===== config.mk =====
export PLATFORM = sky130hd
export DESIGN_NAME = char_lcd_nibble_writer_top
export DESIGN_NICKNAME = d
export VERILOG_FILES = /design/src/rtl/core/clcd_pkg.sv /design/src/rtl/core/clcd_useq.sv /design/src/rtl/core/clcd_dp.sv /design/src/rtl/core/char_lcd_nibble_writer_top.sv
export VERILOG_INCLUDE_DIRS = /design/src /design/src/rtl/core
export SDC_FILE = /design/constraint.sdc
export NUM_CORES = 1
export LEC_CHECK = 0
export ABC_AREA = 1
export BUFFER_PORTS_ARGS = -buffer_cell sky130_fd_sc_hd__clkbuf_2
export CORE_ASPECT_RATIO = 0.7
export CORE_MARGIN = 5
export CORE_UTILIZATION = 47
export CTS_CLUSTER_DIAMETER = 40
export DETAILED_ROUTE_END_ITERATION = 10
export PLACE_DENSITY = 0.89
export SYNTH_ARGS = -nofsm -noshare
export SYNTH_HDL_FRONTEND = slang
export SYNTH_SLANG_ARGS = --single-unit

===== constraint.sdc =====
create_clock -name clock -period 1.5 [get_ports clock]
set_input_delay 0.15 -clock clock [delete_from_list [all_inputs] [get_ports clock]]
set_output_delay 0.15 -clock clock [all_outputs]
set_load 0.05 [all_outputs]

===== src/rtl/core/assert_macros.svh =====
// ----------------------------------------------------------------------------
// Assertion macros
// Shared concurrent-assertion wrappers for the nibble writer RTL.
// ----------------------------------------------------------------------------
`ifndef ASSERT_MACROS_SVH
`define ASSERT_MACROS_SVH

// Implication checked every clock, masked during reset.
`define ASSERT_CLK(lbl, clk, rst, prop, msg) \
   lbl: assert property (@(posedge clk) disable iff (rst) (prop)) else $error(msg);

// Property that must hold at every clock edge, including during reset.
`define ASSERT_ALWAYS(lbl, clk, prop, msg) \
   lbl: assert property (@(posedge clk) (prop)) else $error(msg);

`endif


===== src/rtl/core/clcd_pkg.sv =====
// ----------------------------------------------------------------------------
// clcd_pkg
// Types, microcode ROM and power-up byte table for the LCD nibble writer.
// ----------------------------------------------------------------------------
`default_nettype none

package clcd_pkg;

   localparam int DELAY_W     = 24;
   localparam int INIT_COUNT  = 9;
   localparam int IDX_W       = $clog2(INIT_COUNT);
   localparam int STEP_COUNT  = 4;
   localparam int STEP_W      = $clog2(STEP_COUNT);

   localparam logic [DELAY_W-1:0] DELAY_RESET = DELAY_W'(4000000);
   localparam logic [1:0]         HOLD_ONE    = 2'd1;
   localparam logic [1:0]         HOLD_TWO    = 2'd2;
   localparam logic [IDX_W-1:0]   INIT_LAST   = IDX_W'(INIT_COUNT - 1);

   typedef enum logic [1:0] {
      OP_CMD  = 2'd0,
      OP_DATA = 2'd1,
      OP_INIT = 2'd2
   } op_type;

   typedef enum logic {
      NIB_HIGH = 1'b0,
      NIB_LOW  = 1'b1
   } nib_sel_type;

   // One control word per pin state of a byte.
   typedef struct packed {
      nib_sel_type nib_sel;
      logic        en;
      logic        tail;   // final state of a byte: loop or finish
   } ucode_word_type;

   localparam ucode_word_type UCODE_ROM [STEP_COUNT] = '{
      '{nib_sel: NIB_HIGH, en: 1'b1, tail: 1'b0},
      '{nib_sel: NIB_HIGH, en: 1'b0, tail: 1'b0},
      '{nib_sel: NIB_LOW,  en: 1'b1, tail: 1'b0},
      '{nib_sel: NIB_LOW,  en: 1'b0, tail: 1'b1}
   };

   localparam logic [7:0] INIT_BYTES [INIT_COUNT] = '{
      8'h03, 8'h03, 8'h03, 8'h02, 8'h28, 8'h08, 8'h01, 8'h06, 8'h0C
   };

   // Bytes whose final enable-low state is held two periods.
   localparam logic INIT_LONG [INIT_COUNT] = '{
      1'b1, 1'b1, 1'b1, 1'b0, 1'b0, 1'b0, 1'b0, 1'b0, 1'b1
   };

   // Sequencer to datapath control.
   typedef struct packed {
      logic             fire;
      nib_sel_type      nib_sel;
      logic             en;
      logic             hold_long;
      logic             last;
      logic             init;
      logic [IDX_W-1:0] idx;
   } seq_ctrl_type;

endpackage

`default_nettype wire


===== src/rtl/core/clcd_useq.sv =====
// ----------------------------------------------------------------------------
// clcd_useq
// Microcoded sequencer: step counter, control ROM and byte-loop jump.
// ----------------------------------------------------------------------------
`default_nettype none

module clcd_useq (
   input  wire logic                clock,
   input  wire logic                reset,
   input  wire logic                start,
   input  wire logic                start_init,
   input  wire logic                advance,
   output      logic                busy,
   output      clcd_pkg::seq_ctrl_type ctrl
);
   import clcd_pkg::*;

`include "assert_macros.svh"

   logic             busy_ff, busy_in;
   logic             init_ff, init_in;
   logic [STEP_W-1:0] step_ff, step_in;
   logic [IDX_W-1:0] idx_ff, idx_in;
   ucode_word_type   word;
   logic             at_end;
   logic             fire;

   assign word   = UCODE_ROM[step_ff];
   assign at_end = !init_ff || (idx_ff == INIT_LAST);
   assign fire   = busy_ff && advance;

   always_comb begin
      ctrl.fire      = fire;
      ctrl.nib_sel   = word.nib_sel;
      ctrl.en        = word.en;
      ctrl.hold_long = word.tail && init_ff && INIT_LONG[idx_ff];
      ctrl.last      = word.tail && at_end;
      ctrl.init      = init_ff;
      ctrl.idx       = idx_ff;
   end

   always_comb begin
      busy_in = busy_ff;
      init_in = init_ff;
      step_in = step_ff;
      idx_in  = idx_ff;
      if (start) begin
         busy_in = 1'b1;
         init_in = start_init;
         step_in = '0;
         idx_in  = '0;
      end else if (fire) begin
         if (word.tail) begin
            step_in = '0;
            // loop to the next power-up byte, or finish
            if (at_end) begin
               busy_in = 1'b0;
               init_in = 1'b0;
               idx_in  = '0;
            end else begin
               idx_in = idx_ff + IDX_W'(1);
            end
         end else begin
            step_in = step_ff + STEP_W'(1);
         end
      end
   end

   always_ff @(posedge clock) begin
      if (reset) begin
         busy_ff <= 1'b0;
         init_ff <= 1'b0;
         step_ff <= '0;
         idx_ff  <= '0;
      end else begin
         busy_ff <= busy_in;
         init_ff <= init_in;
         step_ff <= step_in;
         idx_ff  <= idx_in;
      end
   end

   assign busy = busy_ff;

   `ASSERT_CLK(a_last_ends_run, clock, reset, fire && ctrl.last |=> !busy_ff,
      "sequencer still busy after final pin state")
   `ASSERT_CLK(a_idle_step_zero, clock, reset,
      busy_ff || (step_ff == '0 && idx_ff == '0),
      "step or byte index left nonzero while idle")
   `ASSERT_CLK(a_idx_only_init, clock, reset, init_ff || idx_ff == '0,
      "byte index advanced outside power-up")

endmodule

`default_nettype wire


===== src/rtl/core/clcd_dp.sv =====
// ----------------------------------------------------------------------------
// clcd_dp
// Datapath: byte and select latch, nibble select, result register.
// ----------------------------------------------------------------------------
`default_nettype none

module clcd_dp (
   input  wire logic                   clock,
   input  wire logic                   reset,
   input  wire logic                   load,
   input  wire logic                   load_rs,
   input  wire logic [7:0]             load_byte,
   input  wire clcd_pkg::seq_ctrl_type ctrl,
   output      logic                   advance,
   output      logic                   rsp_tvalid,
   input  wire logic                   rsp_tready,
   output      logic [7:0]             rsp_tdata,
   output      logic                   rsp_tuser,
   output      logic                   rsp_tlast
);
   import clcd_pkg::*;

`include "assert_macros.svh"

   logic [7:0] cur_byte_ff, cur_byte_in;
   logic       rs_ff, rs_in;
   logic [7:0] src_byte;
   logic [3:0] nibble;
   logic       valid_ff, valid_in;
   logic [3:0] nib_ff;
   logic       en_ff;
   logic [1:0] hold_ff;
   logic       last_ff;
   logic       sel_ff;

   always_comb begin
      cur_byte_in = cur_byte_ff;
      rs_in       = rs_ff;
      if (load) begin
         cur_byte_in = load_byte;
         rs_in       = load_rs;
      end
   end

   always_ff @(posedge clock) begin
      cur_byte_ff <= cur_byte_in;
      rs_ff       <= rs_in;
   end

   assign src_byte = ctrl.init ? INIT_BYTES[ctrl.idx] : cur_byte_ff;

   always_comb begin
      case (ctrl.nib_sel)
         NIB_HIGH: nibble = src_byte[7:4];
         NIB_LOW:  nibble = src_byte[3:0];
         default:  nibble = src_byte[3:0];
      endcase
   end

   // result register frees when empty or being taken
   assign advance  = !valid_ff || rsp_tready;
   assign valid_in = ctrl.fire || (valid_ff && !rsp_tready);

   always_ff @(posedge clock) begin
      if (reset) begin
         valid_ff <= 1'b0;
      end else begin
         valid_ff <= valid_in;
      end
   end

   always_ff @(posedge clock) begin
      if (ctrl.fire) begin
         sel_ff  <= rs_ff && !ctrl.init;
         nib_ff  <= nibble;
         en_ff   <= ctrl.en;
         hold_ff <= ctrl.hold_long ? HOLD_TWO : HOLD_ONE;
         last_ff <= ctrl.last;
      end
   end

   assign rsp_tvalid = valid_ff;
   assign rsp_tdata  = {1'b0, hold_ff, en_ff, nib_ff};
   assign rsp_tuser  = sel_ff;
   assign rsp_tlast  = last_ff;

   `ASSERT_CLK(a_fire_fills, clock, reset, ctrl.fire |=> valid_ff,
      "pin state lost: result register not filled")

endmodule

`default_nettype wire


===== src/rtl/core/char_lcd_nibble_writer_top.sv =====
// Each pin state of a request is registered in the result register as it frees.
// Throughput: one pin state per cycle while rsp_tready is high; a new request is
//   taken only when the sequencer is idle.
// Unused operation codes are taken and dropped with no result.
// Reset (synchronous, active high) idles the sequencer, empties the result
//   register and sets the delay register delay_ff to 4000000.
// ----------------------------------------------------------------------------
// char_lcd_nibble_writer_top
// Character LCD 4-bit bus writer: bytes and power-up sequence to pin states.
// ----------------------------------------------------------------------------
`default_nettype none

module char_lcd_nibble_writer_top (
   input  wire logic                         clock,
   input  wire logic                         reset,
   input  wire logic                         req_tvalid,
   output      logic                         req_tready,
   input  wire logic [7:0]                   req_tdata,  // [7:0] byte_value
   input  wire logic [1:0]                   req_tuser,  // [1:0] operation
   output      logic                         rsp_tvalid,
   input  wire logic                         rsp_tready,
   output      logic [7:0]                   rsp_tdata,  // [3:0] data_nibble,
                                                         // [4] enable,
                                                         // [6:5] hold_periods,
                                                         // [7] zero
   output      logic                         rsp_tuser,  // [0] reg_select
   output      logic                         rsp_tlast,
   input  wire logic                         csr_valid,
   output      logic                         csr_ready,
   input  wire logic [clcd_pkg::DELAY_W-1:0] csr_wdata
);
   import clcd_pkg::*;

   logic [DELAY_W-1:0] delay_ff, delay_in;
   logic               accept;
   logic               start;
   logic               start_init;
   logic               busy;
   logic               advance;
   seq_ctrl_type       ctrl;

   assign csr_ready = 1'b1;
   assign delay_in  = (csr_valid && csr_ready) ? csr_wdata : delay_ff;

   // hold period length; pin results do not depend on it
   always_ff @(posedge clock) begin
      if (reset) begin
         delay_ff <= DELAY_RESET;
      end else begin
         delay_ff <= delay_in;
      end
   end

   assign req_tready = !busy;
   assign accept     = req_tvalid && req_tready;

   always_comb begin
      start      = 1'b0;
      start_init = 1'b0;
      case (req_tuser)
         OP_CMD, OP_DATA: start = accept;
         OP_INIT: begin
            start      = accept;
            start_init = 1'b1;
         end
         default: start = 1'b0;
      endcase
   end

   clcd_useq u_useq (
      .clock      (clock),
      .reset      (reset),
      .start      (start),
      .start_init (start_init),
      .advance    (advance),
      .busy       (busy),
      .ctrl       (ctrl)
   );

   clcd_dp u_dp (
      .clock      (clock),
      .reset      (reset),
      .load       (start),
      .load_rs    (req_tuser == OP_DATA),
      .load_byte  (req_tdata),
      .ctrl       (ctrl),
      .advance    (advance),
      .rsp_tvalid (rsp_tvalid),
      .rsp_tready (rsp_tready),
      .rsp_tdata  (rsp_tdata),
      .rsp_tuser  (rsp_tuser),
      .rsp_tlast  (rsp_tlast)
   );

endmodule

`default_nettype wire


==> results of run 1 <==
worst max-delay path, stage by stage (launching register included):
cell,delay [ns]
dfxtp_1,0.43
ha_1,0.21
inv_1,0.06
ha_1,0.17
nor2_1,0.11
nor3_2,0.06
worst min path at each step:
stage                  from             endpoint  slack, ns  cells after the start
2_1_floorplan         reset      u_dp.rsp_tvalid       0.22                      1
3_3_place_gp   req_tdata[1]  u_dp.cur_byte_ff[1]       0.33                      1
3_5_place_dp   req_tdata[3]  u_dp.cur_byte_ff[3]       0.33                      1
4_1_cts        req_tdata[0]  u_dp.cur_byte_ff[0]       0.04                      1
5_1_grt        req_tdata[0]  u_dp.cur_byte_ff[0]       0.03                      1
6_report       req_tdata[0]  u_dp.cur_byte_ff[0]       0.04                      1
kinds of logic (layout without fill, tap and decap cells):
| group | count (synthesis) | after routing | share of synthesized area |
|---|---|---|---|
| DFF | 27 | 27 | 0.566 |
| other | 2 | 2 | 0.00590 |
| and+or+nand+nor | 54 | 54 | 0.204 |
| AOI/OAI and AO/OA | 14 | 14 | 0.0659 |
| buffers and inverters | 23 | 48 | 0.0796 |
| adders and majority gates | 8 | 8 | 0.0787 |
power breakdown:
part	internal (uW)	switching, uW	total, uW
Sequential	835	17.8	853
Combinational	47.5	138	185
Clock	186	215	401
state kept, by name (all words and copies together) (netlist names):
register          flops
u_useq.busy           1
u_dp.rsp_tlast        1
u_dp.rs_ff            1
u_dp.rsp_tvalid       1
u_useq.step_ff        2
u_useq.idx_ff         4
u_dp.rsp_tuser        1
u_dp.en_ff            1
u_dp.hold_ff          2
u_useq.init_ff        1
u_dp.nib_ff           4
u_dp.cur_byte_ff      8
repair_timing:
action | 4_1_cts | 5_1_grt
endpoints found under the hold margin | 0 | 0
gates resized for setup | 0 | 1
endpoints found under the setup margin | 0 | 2
stage by stage:
stage	hold WS (ns)	setup WS [ns]
floorplan	0.219	0.127
global placement	0.328	0.170
detailed placement	0.329	0.123
CTS	0.0370	0.113
global route	0.0323	0.0967
finish	0.0443	0.211
Yosys cell counts:
| master | instances |
|---|---|
| nand2_1 | 30 |
| edfxtp_1 | 18 |
| inv_1 | 14 |
| dfxtp_1 | 9 |
| ha_1 | 8 |
| nor2_1 | 8 |
| a21oi_1 | 6 |
| buf_4 | 4 |
| inv_2 | 4 |
| nand3_1 | 4 |
| nor2_2 | 3 |
| o21ai_1 | 3 |
| a21oi_2 | 2 |
| conb_1 | 2 |
| nand2_2 | 2 |
| nand3_2 | 2 |
| nor2_4 | 2 |
| clkinv_1 | 1 |
| nand4_1 | 1 |
| nor3_2 | 1 |
| o211ai_1 | 1 |
| o21ai_0 | 1 |
| o221ai_1 | 1 |
| or2_2 | 1 |
metal layers:
metal / vias to the layer above / part of all wire / track usage
li1: 456 / - / -
met1: 379 / 0.43 / 0.158
met2: 37 / 0.46 / 0.189
met3: 6 / 0.099 / 0.0560
met4: 0 / 0.016 / 0.0469
met5: - / 0 / 0
cell type report:
type	instances	area, um2
Inverter	19	71.3
Multi-Input combinational cell	78	450
Sequential cell	27	722
Clock inverter	1	5.00
Clock buffer	3	41.3
Tap cell	34	42.5
Timing Repair Buffer	25	128
Fill cell	210	1070
==> impl_metrics.json, run 1 <==
{
  "outcome": "completed",
  "antenna_found_initial": 0,
  "grt_setup_unrepaired": "no",
  "core_area_um2": 2530,
  "slew_viol_final": 0,
  "fin_crit_ns": 1.29,
  "fin_crit_sh": 0.859,
  "vias": 878,
  "dpl.cell_count": 183,
  "hold_violations": 0,
  "placed_area_um2": 1410,
  "yosysTopAreaCellShare": 0.425,
  "design_area_um2": 1460,
  "grt_pass1_wl_um": 3550,
  "die-area_um2": 3860,
  "tns_ns": 0,
  "cp-startpoint": "u_useq.idx_ff[1]",
  "grt.overflow.total": 0,
  "io_pins": 52,
  "die_width_um": 72.2,
  "drt_iter0_markers": 45,
  "area_delta_synth_final_pct": 14.7,
  "syn_inst": 128,
  "synth_area_per_cell_um2": 9.94,
  "grt_pass1_vias": 774,
  "fin_nets": 201,
  "hold_buffers": 0,
  "post_cts_buffers": 0,
  "postLayoutCoreUtil": 0.576,
  "hold_class": "in2reg",
  "fp-row-count": 15,
  "clkTransAtPathRegs_ns": 0.09,
  "fmax_mhz": 776,
  "reg2reg_from": "u_useq.idx_ff[1]",
  "n_antenna_cell": 0,
  "viasPerCell": 4.70,
  "initial_core_util": 0.502,
  "worstSetupEndpointType": "register",
  "synth_area_leaders": "edfxtp_1, dfxtp_1, nand2_1, ha_1, inv_1",
  "critical_path_class": "reg2reg",
  "seq_area_frac_synth": 0.566,
  "cp_max_fo": 5,
  "setup_viol": 0,
  "synth_top_area_cell": "edfxtp_1",
  "numCtsBuffers": 3,
  "grt_usage": 0.125,
  "ant_nets": 0,
  "dr.pass1.iters": 4,
  "cts.path.max_buffers": 2,
  "gp_congestion": 0.877,
  "die_height_um": 53.5,
  "detail_route.wl_per_cell_um": 11.9,
  "clock_sinks": 27,
  "power_uw": 1440,
  "leakagePower_uw": 0.000600,
  "cts_root_buf": "clkbuf_8",
  "cp-start-kind": "register",
  "fin_skew_ns": 0.00473,
  "final_common_cell": "nand2_1",
  "hpwl_um": 1770,
  "wirelength_um": 2220,
  "yosys_warnings": 0,
  "worstSetupEndpoint": "u_dp.hold_ff[1]",
  "synthesis.area_um2": 1270,
  "ir_worst_vdd_mv": 0.731,
  "ff2ff_setup_slack_ns": 0.21,
  "io_buffers": 24,
  "synthDistinctLibCells": 24,
  "grt_max_degree": 16,
  "synth_fp_nets": 175,
  "final_cell_mix": "nand2_1, clkbuf_2, edfxtp_1",
  "worstPathRequired_ns": 1.53,
  "yosys_register_bits": 27,
  "crit_arrival_ns": 1.32,
  "clock_latency_ns": 0.27,
  "drive_above_1_share": 0.307,
  "powerDensity_nw_per_um2": 986,
  "ctsHtreeMaxLevel": 1,
  "final_cells": 187,
  "drc": 0,
  "drv_cap": 0,
  "cts_tree": "done",
  "reg2regPathDepth": 5,
  "worst_r2r_endpoint": "u_dp.hold_ff[1]"
}
Note: power is estimated with default switching activity, not from simulation.
==> run 2: changes to the inputs <==
--- a/config.mk
+++ b/config.mk
@@ -13,6 +13,7 @@
 export CORE_UTILIZATION = 47
 export CTS_CLUSTER_DIAMETER = 40
 export DETAILED_ROUTE_END_ITERATION = 10
+export HOLD_SLACK_MARGIN = 0.12
 export PLACE_DENSITY = 0.89
 export SYNTH_ARGS = -nofsm -noshare
 export SYNTH_HDL_FRONTEND = slang
==> run 2 against run 1 <==
Critical path depth unchanged. Total power increased by 1.4%. Via count increased by 5.5%. Design area increased by 6.2%. Sequential share of layout area decreased by 2.9 points. Clock power about the same. Cell count increased by 4.8%. Non-clock buffer count increased by 9.
==> impl_metrics.json, run 2 (synthesized netlist as in run 1, its figures left out) <==
{
  "outcome": "completed",
  "crit_arrival_ns": 1.32,
  "design_area_um2": 1550,
  "core_area_um2": 2530,
  "wirelength_um": 2380,
  "final_common_cell": "nand2_1",
  "hpwl_um": 1770,
  "setup_viol": 0,
  "fp-row-count": 15,
  "fin_skew_ns": 0.00469,
  "tns_ns": 0,
  "slew_viol_final": 0,
  "drv_cap": 0,
  "die_width_um": 72.2,
  "grt_setup_unrepaired": "no",
  "gp_congestion": 0.877,
  "crit_slowest_cell": "dfxtp_1",
  "hold_violations": 0,
  "fin_crit_ns": 1.29,
  "detail_route.wl_per_cell_um": 12.2,
  "die-area_um2": 3860,
  "drc": 0,
  "leakagePower_uw": 0.000638,
  "ctsHtreeMaxLevel": 1,
  "fin_nets": 210,
  "clock_sinks": 27,
  "placed_area_um2": 1410,
  "grt.overflow.total": 0,
  "multi_input_area_um2": 450,
  "grt_pass1_wl_um": 3840,
  "antenna_found_initial": 0,
  "grt_usage": 0.135,
  "cpLargestDelayFamily": "flip-flops",
  "finalWorstSetupSlack_ns": 0.206,
  "vias": 926,
  "area_delta_synth_final_pct": 21.8,
  "initial_core_util": 0.502,
  "viasPerCell": 4.72,
  "clock_latency_ns": 0.27,
  "ant_nets": 0,
  "ir_worst_vdd_mv": 0.815,
  "worstPathRequired_ns": 1.52,
  "fin_crit_sh": 0.862,
  "top_register": "u_dp.cur_byte_ff",
  "largest_reg_flops": 8,
  "io_buffers": 24,
  "cts_tree": "done",
  "cts_root_buf": "clkbuf_8",
  "final_cell_mix": "nand2_1, clkbuf_2, edfxtp_1",
  "die_height_um": 53.5,
  "crit_top_cell": "nand2_1",
  "slowest_delay_ns": 0.52,
  "numCtsBuffers": 3,
  "crit_buf_inv": 1,
  "powerDensity_nw_per_um2": 941,
  "fmax_mhz": 773,
  "grt_max_degree": 16,
  "io_pins": 52,
  "place_ws_ns": 0.123,
  "top_regs": "u_dp.cur_byte_ff x8, u_dp.nib_ff x4, u_useq.idx_ff x4",
  "seqCellArea_um2": 722,
  "critical_path_class": "reg2reg",
  "worstSetupEndpointType": "register",
  "hold_class": "in2reg",
  "clkTransAtPathRegs_ns": 0.09,
  "drt_iter0_markers": 42,
  "path_cells": "nand2_1, inv_2, o21ai_1, o211ai_1, nand2_1",
  "dr.pass1.iters": 4,
  "post_cts_buffers": 0,
  "grt_pass1_vias": 832,
  "cp-start-kind": "register",
  "drive_above_1_share": 0.290,
  "n_antenna_cell": 0,
  "fill_cells": 199,
  "cp_max_fo": 8,
  "cts.path.max_buffers": 2
}
==> run 2: cell types whose count changed in the layout (fill, tap and decap cells not counted), sizes merged <==
cell         previous run  this run
dlygate4sd3             0         9
==> run 2: cell type report <==
cell class,count,area share
inverters,19,0.0460
clock inverters,1,0.00323
multi-input cells,78,0.291
flip-flops and latches,27,0.466
clock buffers,3,0.0266
well taps,34,0.0274
repair buffers,34,0.140
==> run 2: through the flow <==
| step | utilization | total power [uW] | hold WS [ns] | std cells |
|---|---|---|---|---|
| CTS | 0.611 | 1470 | 0.140 | 196 |
| global route | 0.612 | 1530 | 0.163 | 196 |
| floorplan | - | 1010 | 0.219 | 128 |
| detailed placement | 0.558 | 1060 | 0.329 | 183 |
| global placement | 0.558 | 1050 | 0.328 | 183 |
| finish | 0.612 | 1460 | 0.148 | 196 |
==> run 2: final timing paths <==
check | from | end | slack, ns | depth (start not counted)
setup reg to reg | u_useq.init_ff | u_dp.nib_ff[3] | 0.21 | 5
hold reg to reg | u_useq.step_ff[0] | u_useq.step_ff[0] | 0.52 | 2
setup / recovery | u_useq.init_ff | u_dp.nib_ff[3] | 0.21 | 5
hold / removal | req_tuser[1] | u_useq.init_ff | 0.15 | 3
==> run 2: timing repair <==
action	in CTS	in global routing
hold endpoints to repair	11	0
endpoints found under the setup margin	0	2
resized for setup	0	1
hold buffers	9	0
==> run 2: worst reg2reg max path, delay by kind of cell, from the launching register on <==
family | cells | cell delay (ns)
compound gates | 2 | 0.22
simple gates | 2 | 0.23
buf+inv | 1 | 0.08
flops | 1 | 0.52
==> run 2: where the power goes <==
part / switching (uW) / total [uW] / leakage [uW] / internal (uW)
Combinational: 142 / 205 / 0.000374 / 62.7
Clock: 215 / 401 / 0.0000255 / 186
Sequential: 18.3 / 854 / 0.000238 / 835
Total: 375 / 1460 / 0.000638 / 1080
==> run 2: routing by layer <==
layer	part of all wire	GRT usage	up-vias
met5	0	0	-
met2	0.45	0.207	39
met4	0.015	0.0469	0
li1	-	-	474
met3	0.10	0.0560	6
met1	0.43	0.172	407
